$ cat src/hw/rtl/pwrp_pkg.sv
// ============================================================================
// pwrp_pkg: shared types and constants
// Types and sizes for the priority weighted random picker.
// ============================================================================
package pwrp_pkg;

    localparam int ENTRIES     = 32;
    localparam int KEY_BITS    = 16;
    localparam int SOURCE_BITS = 16;
    localparam int IDX_BITS    = (ENTRIES > 1) ? $clog2(ENTRIES) : 1;
    localparam int CNT_BITS    = $clog2(ENTRIES + 1);
    localparam int SUM_BITS    = 15 + CNT_BITS;
    localparam int MAX_OUT     = 32;

    typedef enum logic [1:0] {
        ACT_ADD    = 2'd0,
        ACT_BROKEN = 2'd1,
        ACT_PICK   = 2'd2,
        ACT_LIST   = 2'd3
    } action_t;

    typedef enum logic [1:0] {
        ST_OK    = 2'd0,
        ST_FULL  = 2'd1,
        ST_NONE  = 2'd2
    } status_t;

    typedef enum logic [2:0] {
        S_IDLE,
        S_SCAN1,
        S_MUL,
        S_SCAN2,
        S_LIST,
        S_EMIT
    } state_t;

    typedef struct packed {
        logic [1:0]         action;
        logic [15:0]        key_id;
        logic [15:0]        source_id;
        logic signed [7:0]  priority_req;
        logic signed [15:0] weight;
        logic [15:0]        random_fraction;
    } req_t;

    typedef struct packed {
        logic [1:0]         status;
        logic [4:0]         entry_index;
        logic [15:0]        chosen_source;
        logic signed [7:0]  chosen_priority;
        logic signed [15:0] chosen_weight;
        logic               last;
    } rsp_t;

    // one table row as read out by the scan
    typedef struct packed {
        logic [KEY_BITS-1:0]    key;
        logic [SOURCE_BITS-1:0] src;
        logic signed [7:0]      prio;
        logic signed [15:0]     wt;
        logic                   broken;
    } row_t;

endpackage

$ cat src/hw/rtl/pwrp_table.sv
// ============================================================================
// pwrp_table: entry store
// One write port and one registered read port over the entry fields.
// ============================================================================
module pwrp_table (
    input  logic                        clk,
    input  logic                        we,
    input  logic [pwrp_pkg::IDX_BITS-1:0] waddr,
    input  pwrp_pkg::row_t              wdata,
    input  logic [pwrp_pkg::IDX_BITS-1:0] raddr,
    output pwrp_pkg::row_t              rdata
);
    import pwrp_pkg::*;

    row_t mem [ENTRIES];

    always_ff @(posedge clk)
    begin
        if (we)
        begin
            mem[waddr] <= wdata;
        end
        rdata <= mem[raddr];
    end

endmodule

$ cat src/hw/rtl/priority_weighted_random_picker_core.sv
// ============================================================================
// priority_weighted_random_picker_core: weighted source selection
// Appends entries, marks broken ones, picks by weight, lists per key.
// ============================================================================
// Add goes straight from idle to the emit state; report broken and list scan
// the n stored entries one slot per cycle through the single registered read
// port; pick makes two passes with a multiply step between them, and the
// second pass stops after the chosen slot. busy stays high for the whole item;
// the next item can be taken in the cycle after the final beat. Results leave
// as one-cycle strobed beats; list emits one beat per match, or one none beat
// if nothing matches. Reset clears the fill count and the sequencer; table
// contents stay unset.
module priority_weighted_random_picker_core (
    input  logic            clk,
    input  logic            rst_n,
    input  logic            start,
    input  pwrp_pkg::req_t  req,
    output logic            busy,
    output logic            done,
    output pwrp_pkg::rsp_t  rsp
);
    import pwrp_pkg::*;

    state_t state_reg, state_next;
    req_t   req_reg;
    logic [CNT_BITS-1:0] count_reg;
    // scan address, one beyond the last slot when the pass ends
    logic [CNT_BITS-1:0] addr_reg, addr_next;
    // address of the row now on rdata, and its valid flag
    logic [CNT_BITS-1:0] raddr_d_reg;
    logic                rvalid_reg;

    logic                found_reg;
    logic signed [7:0]   top_reg;
    logic [IDX_BITS-1:0] first_reg;
    logic [SUM_BITS-1:0] sum_reg, psum_reg;
    logic [SUM_BITS+15:0] target_reg;
    logic                hit_reg;
    logic [5:0]          nout_reg;
    rsp_t                rsp_reg;
    logic                done_reg;
    // list holds one matching row back so the last one can carry the mark
    rsp_t                hold_reg;
    logic                hold_v_reg;

    logic   we;
    row_t   wrow, rrow;
    logic [IDX_BITS-1:0] raddr;

    assign raddr = addr_reg[IDX_BITS-1:0];

    pwrp_table u_table (
        .clk   (clk),
        .we    (we),
        .waddr (we ? (state_reg == S_IDLE ? count_reg[IDX_BITS-1:0]
                                          : raddr_d_reg[IDX_BITS-1:0])
                   : count_reg[IDX_BITS-1:0]),
        .wdata (wrow),
        .raddr (raddr),
        .rdata (rrow)
    );

    logic add_now, add_ok, scanning, last_row, row_key, row_match;

    assign add_now  = start && !busy && (action_t'(req.action) == ACT_ADD);
    assign add_ok   = add_now && (count_reg < CNT_BITS'(ENTRIES));
    assign scanning = (state_reg == S_SCAN1) || (state_reg == S_SCAN2)
                      || (state_reg == S_LIST);
    assign last_row = rvalid_reg && (raddr_d_reg + 1'b1 == count_reg);
    assign row_key  = rvalid_reg && !rrow.broken
                      && (rrow.key == req_reg.key_id[KEY_BITS-1:0]);
    assign row_match = rvalid_reg && (rrow.key == req_reg.key_id[KEY_BITS-1:0])
                      && (rrow.src == req_reg.source_id[SOURCE_BITS-1:0]);

    // add writes a new row; a broken report rewrites a matching row with its mark set
    always_comb
    begin
        we   = 1'b0;
        wrow = rrow;
        if (add_ok)
        begin
            we          = 1'b1;
            wrow.key    = req.key_id[KEY_BITS-1:0];
            wrow.src    = req.source_id[SOURCE_BITS-1:0];
            wrow.prio   = req.priority_req;
            wrow.wt     = req.weight;
            wrow.broken = 1'b0;
        end
        else if (state_reg == S_SCAN1 && action_t'(req_reg.action) == ACT_BROKEN
                 && row_match)
        begin
            we          = 1'b1;
            wrow.broken = 1'b1;
        end
    end

    function automatic rsp_t row_rsp(input logic [CNT_BITS-1:0] i, input row_t r);
        rsp_t o;
        o.status          = ST_OK;
        o.entry_index     = 5'(i);
        o.chosen_source   = 16'(r.src);
        o.chosen_priority = r.prio;
        o.chosen_weight   = r.wt;
        o.last            = 1'b1;
        return o;
    endfunction

    // next state
    always_comb
    begin
        state_next = state_reg;
        unique case (state_reg)
            S_IDLE:
            begin
                if (start)
                begin
                    if (action_t'(req.action) == ACT_ADD)   state_next = S_EMIT;
                    else if (count_reg == '0)               state_next = S_EMIT;
                    else if (action_t'(req.action) == ACT_LIST) state_next = S_LIST;
                    else                                    state_next = S_SCAN1;
                end
            end
            S_SCAN1:
            begin
                // a pick without candidates skips the second pass
                if (last_row)
                begin
                    state_next = (action_t'(req_reg.action) == ACT_PICK
                                  && (found_reg || row_key)) ? S_MUL : S_EMIT;
                end
            end
            S_MUL:   state_next = S_SCAN2;
            S_SCAN2:
            begin
                if (last_row || (rvalid_reg && done_reg)) state_next = S_EMIT;
            end
            S_LIST:
            begin
                if (last_row || (nout_reg == 6'(MAX_OUT))) state_next = S_EMIT;
            end
            S_EMIT:  state_next = S_IDLE;
            default: state_next = S_IDLE;
        endcase
    end

    // scan address
    always_comb
    begin
        addr_next = addr_reg;
        if (state_reg == S_IDLE)
        begin
            addr_next = '0;
        end
        else if (state_reg == S_MUL)
        begin
            addr_next = CNT_BITS'(first_reg);
        end
        else if (scanning && addr_reg < count_reg)
        begin
            addr_next = addr_reg + 1'b1;
        end
    end

    always_ff @(posedge clk or negedge rst_n)
    begin
        if (!rst_n)
        begin
            state_reg  <= S_IDLE;
            count_reg  <= '0;
            rvalid_reg <= 1'b0;
            done_reg   <= 1'b0;
            hold_v_reg <= 1'b0;
        end
        else
        begin
            state_reg  <= state_next;
            addr_reg   <= addr_next;
            rvalid_reg <= scanning && (addr_reg < count_reg) && (state_next == state_reg);
            raddr_d_reg <= addr_reg;
            if (add_ok)
            begin
                count_reg <= count_reg + 1'b1;
            end

            unique case (state_reg)
                S_IDLE:
                begin
                    hold_v_reg <= 1'b0;
                    if (start)
                    begin
                        req_reg   <= req;
                        found_reg <= 1'b0;
                        hit_reg   <= 1'b0;
                        sum_reg   <= '0;
                        psum_reg  <= '0;
                        nout_reg  <= '0;
                        if (action_t'(req.action) == ACT_ADD)
                        begin
                            if (add_ok)
                            begin
                                rsp_reg <= '{status: ST_OK,
                                             entry_index: 5'(count_reg),
                                             chosen_source: 16'(req.source_id[SOURCE_BITS-1:0]),
                                             chosen_priority: req.priority_req,
                                             chosen_weight: req.weight, last: 1'b1};
                            end
                            else
                            begin
                                rsp_reg <= '{status: ST_FULL, entry_index: 5'd0,
                                             chosen_source: 16'(req.source_id[SOURCE_BITS-1:0]),
                                             chosen_priority: req.priority_req,
                                             chosen_weight: req.weight, last: 1'b1};
                            end
                        end
                        else
                        begin
                            rsp_reg <= '{status: ST_NONE, default: '0, last: 1'b1};
                        end
                    end
                end
                S_SCAN1:
                begin
                    if (action_t'(req_reg.action) == ACT_BROKEN)
                    begin
                        if (row_match)
                        begin
                            hit_reg <= 1'b1;
                            rsp_reg.status <= ST_OK;
                        end
                    end
                    else if (row_key)
                    begin
                        // new top priority restarts the sum
                        if (!found_reg || rrow.prio > top_reg)
                        begin
                            found_reg <= 1'b1;
                            top_reg   <= rrow.prio;
                            first_reg <= raddr_d_reg[IDX_BITS-1:0];
                            rsp_reg   <= row_rsp(raddr_d_reg, rrow);
                            sum_reg   <= (rrow.wt > 0) ? SUM_BITS'(rrow.wt) : '0;
                        end
                        else if (rrow.prio == top_reg && rrow.wt > 0)
                        begin
                            sum_reg <= sum_reg + SUM_BITS'(rrow.wt);
                        end
                    end
                end
                S_MUL:
                begin
                    done_reg   <= 1'b0;
                    target_reg <= (SUM_BITS+16)'(req_reg.random_fraction) * sum_reg;
                end
                S_SCAN2:
                begin
                    if (row_key && rrow.prio == top_reg && rrow.wt > 0 && !done_reg)
                    begin
                        if (target_reg < {psum_reg + SUM_BITS'(rrow.wt), 16'd0})
                        begin
                            rsp_reg  <= row_rsp(raddr_d_reg, rrow);
                            done_reg <= 1'b1;
                        end
                        psum_reg <= psum_reg + SUM_BITS'(rrow.wt);
                    end
                    else
                    begin
                        done_reg <= done_reg;
                    end
                end
                S_LIST:
                begin
                    if (row_key && nout_reg < 6'(MAX_OUT))
                    begin
                        hold_reg   <= row_rsp(raddr_d_reg, rrow);
                        hold_v_reg <= 1'b1;
                        nout_reg   <= nout_reg + 1'b1;
                    end
                end
                S_EMIT:
                begin
                    hold_v_reg <= 1'b0;
                end
                default:
                begin
                end
            endcase
        end
    end

    // outputs: in list mode the held row goes out when the next match lands
    always_comb
    begin
        busy = (state_reg != S_IDLE);
        done = 1'b0;
        rsp  = rsp_reg;
        unique case (state_reg)
            S_EMIT:
            begin
                done = 1'b1;
                if (action_t'(req_reg.action) == ACT_LIST && hold_v_reg)
                begin
                    rsp = hold_reg;
                end
            end
            S_LIST:
            begin
                if (row_key && hold_v_reg && nout_reg < 6'(MAX_OUT))
                begin
                    done = 1'b1;
                    rsp  = hold_reg;
                    rsp.last = 1'b0;
                end
            end
            default:
            begin
            end
        endcase
    end

endmodule

$ cat config.mk
export PLATFORM = sky130hd
export DESIGN_NAME = priority_weighted_random_picker_core
export DESIGN_NICKNAME = d
export VERILOG_FILES = /design/src/hw/rtl/pwrp_pkg.sv /design/src/hw/rtl/pwrp_table.sv /design/src/hw/rtl/priority_weighted_random_picker_core.sv
export SDC_FILE = /design/constraint.sdc
export NUM_CORES = 2
export LEC_CHECK = 0
export BUFFER_PORTS_ARGS = -buffer_cell sky130_fd_sc_hd__buf_2
export CAP_MARGIN = 20
export CORE_MARGIN = 2
export CORE_UTILIZATION = 65
export CTS_CLUSTER_DIAMETER = 60
export CTS_CLUSTER_SIZE = 25
export DETAILED_ROUTE_END_ITERATION = 12
export PLACE_DENSITY = 0.82
export SKIP_LAST_GASP = 1
export SLEW_MARGIN = 5
export SYNTH_ARGS = -nofsm -noshare
export SYNTH_HDL_FRONTEND = slang
export SYNTH_SLANG_ARGS = --single-unit
$ cat constraint.sdc
create_clock -name clk -period 21.1 [get_ports clk]
set_input_delay 4.22 -clock clk [delete_from_list [all_inputs] [get_ports clk]]
set_output_delay 4.22 -clock clk [all_outputs]
set_load 0.005 [all_outputs]
==> qor.yml <==
worst_path_largest_cell_delay_ns: 0.74
yosysMostFrequentCell: "edfxtp_1"
antenna_found_initial: 22
totalWireLength_mm: 259
avgSynthCellArea_um2: 18.6
drive_above_1_share_pct: 23.3
port_buffers: 126
hold_buffers: 0
cp.arrival_ns: 4.54
relSlewSlack_pct: 22.3
startpoint_type: "flip-flop"
cts_buffers: 131
grt_pass1_wl_mm: 365
area_growth_syn_to_layout_pct: 8.21
cts_setup_buffers: 0
path_class: "flip-flop to output pin"
ys_async_sr_fraction_pct: 0.563
nets: 5731
regArea_mm2: 0.0633
yosys-top-cells-count: "2061 x edfxtp_1, 570 x mux4_2, 355 x inv_1"
synthCells: 5086
synth_nets: 5613
setup-tns-final_ns: 0
clk_pin_slew_ns: 0.09
largest_register_ffs: 1824
htree_levels: 4
path_delay_family: "simple AND/OR/NAND/NOR gates"
status: "completed"
synth.distinct_cells: 80
drt_first_pass_iters: 6
fin_crit_ns: 8.76
globalplace.congestion: 0.834
yosysWarnings: 0
fin_worst_skew_ns: 0.0623
ant_nets: 0
num_vias: 51300
worstPathRequired_ns: 16.88
end_kind: "output pin"
cp_max_fo: 46
clock_latency_ns: 0.82
ctsRootBufferMaster: "clkbuf_16"
fp.dieArea_mm2: 0.149
slew_violations: 0
ys_ff_latch: 2130
critPathBufInv: 3
cts_resized: 0
grt_pass1_vias: 51700
synth_edf_count: 2061
yosysTopAreaCell: "edfxtp_1"
clockBufferDepth: 3
dp_hpwl_mm: 148
synth_top_area_share_pct: 65.3
boundaryPins: 127
syn-cell-area_mm2: 0.0947
cap_violations: 0
setup_viol: 0
finalCritPeriodShare_pct: 41.5
grt_remaining_overflow: 0
hp-class: "flip-flop to flip-flop"
nFillCells: 8404
synth_flop_cell: "edfxtp_1"
rows: 140
crit_slowest_cell: "dfrtp_2"
drt-initial-drc-count: 8329
rsz0062_at_grt: "false"
grtUsageTotal_pct: 34.9
detail_route.wl_per_cell_um: 35.9
grt_max_degree: 155
multi_input_area_mm2: 0.0293
drc: 0
worst_pin_slew_ns: 1.17
ys_seq_area_share_pct: 66.9
start_util_pct: 65.2
synth.top_cells.by_area: "edfxtp_1 65%, mux4_2 14%, fa_1 5.6%, ha_1 2.4%, mux2_2 1.9%"
cts_num_sinks: 2130
die_h_um: 386
timing.fmax_mhz: 114
via_per_inst: 7.10
final-hold-violation-count: 0
core_area_mm2: 0.145
crit_chain: "buf_4 -> inv_1 -> nand2b_1 -> nor4_4 -> and2_4 -> a22oi_1 -> o21ai_1 -> buf_2"
chipWidth_um: 386
cts_tree: "done"
-- layer usage --
layer | global-route usage (%) | up-vias | share of wire (%)
met1 | 46.3 | 26400 | 34
li1 | - | 19900 | -
met4 | 16.0 | 24 | 5.4
met3 | 9.42 | 775 | 13
met2 | 55.0 | 4215 | 48
met5 | 0 | - | 0.060
-- worst reg2reg max path, stage by stage, from the launching register on --
cell and delay, ns:
edfxtp_1 0.94, nand2_1 0.19, fa_1 0.54, inv_1 0.06, fa_1 0.53, inv_1 0.06, fa_1 0.50, inv_1 0.05
fa_1 0.51, fa_1 0.49, inv_1 0.05, fa_1 0.47, inv_1 0.04, ha_1 0.32, a21o_1 0.20, a221o_1 0.35
o21ai_0 0.15, o211ai_1 0.32, o31ai_1 0.54, nand3_1 0.21, a31oi_1 0.32, o21bai_1 0.11, xnor2_1 0.12
-- placed cells by master, fill, tap and decap left out, drive strengths merged, types with 7 or more instances in the layout --
cell | netlist | final
a21o | 33 | 33
a21oi | 71 | 71
a22o | 41 | 41
a22oi | 45 | 45
and2 | 150 | 150
and3 | 12 | 12
buf | 61 | 230
bufinv | 0 | 7
clkbuf | 184 | 157
clkinv | 0 | 27
clkinvlp | 0 | 8
dfrtp | 12 | 12
dfxtp | 57 | 57
edfxtp | 2061 | 2061
fa | 265 | 265
ha | 185 | 185
inv | 355 | 390
mux2 | 158 | 158
mux2i | 7 | 7
mux4 | 570 | 570
nand2 | 309 | 309
nand2b | 18 | 18
nand3 | 30 | 30
nand3b | 9 | 9
nand4 | 18 | 18
nor2 | 115 | 115
nor3 | 16 | 16
nor4 | 13 | 13
o21a | 10 | 10
o21ai | 90 | 90
xnor2 | 56 | 56
xor2 | 53 | 53
-- worst paths after layout --
path                              startpoint  cells after the start        endpoint  slack, ns
max in group asynchronous              rst_n                      1    state_reg[0]      17.11
setup reg to reg                  req_reg[2]                     22  target_reg[36]      13.78
setup / recovery                state_reg[0]                      8         rsp[29]      12.34
min in group asynchronous              rst_n                      1      hold_v_reg       3.48
hold / removal             u_table.rdata[17]                      0      top_reg[0]       0.48
hold reg to reg            u_table.rdata[17]                      0      top_reg[0]       0.48
-- cells by family after synthesis --
group / after synthesis / synth area share [%]
buffers and inverters: 600 / 2.50
flip-flops: 2130 / 66.9
XOR/XNOR: 109 / 1.01
AND/OR/NAND/NOR: 712 / 3.59
multiplexers: 735 / 15.5
AO/OA/AOI/OAI: 350 / 2.49
adder cells (fa/ha/maj): 450 / 8.05
-- stage by stage --
step                      utilization (%)  instances  instance area [µm²]  setup WS, ns  hold slack (ns)
after floorplan                         -       5086                94700          8.84            0.426
after global placement               67.4       6981                97800         12.72            0.459
after detailed placement             67.4       6982                97800         12.67            0.459
after CTS                            70.5       7216               102000         12.51            0.472
after global routing                 70.6       7222               102000         12.28            0.492
final                                70.6       7228               102000         12.34            0.479
-- area by class of cell --
cell class / instances / share of cell area, %
sequential: 2130 / 61.8
multi-input combinational: 2356 / 28.6
clock buffer: 157 / 3.40
tap: 1917 / 2.34
timing repair buffer: 230 / 1.52
inverter: 355 / 1.30
clock inverter: 77 / 1.00
antenna: 6 / 0.0147
Power is left out: the tool's default activity adds up to more than one toggle a clock period on the data nets, which glitch-free logic cannot reach.
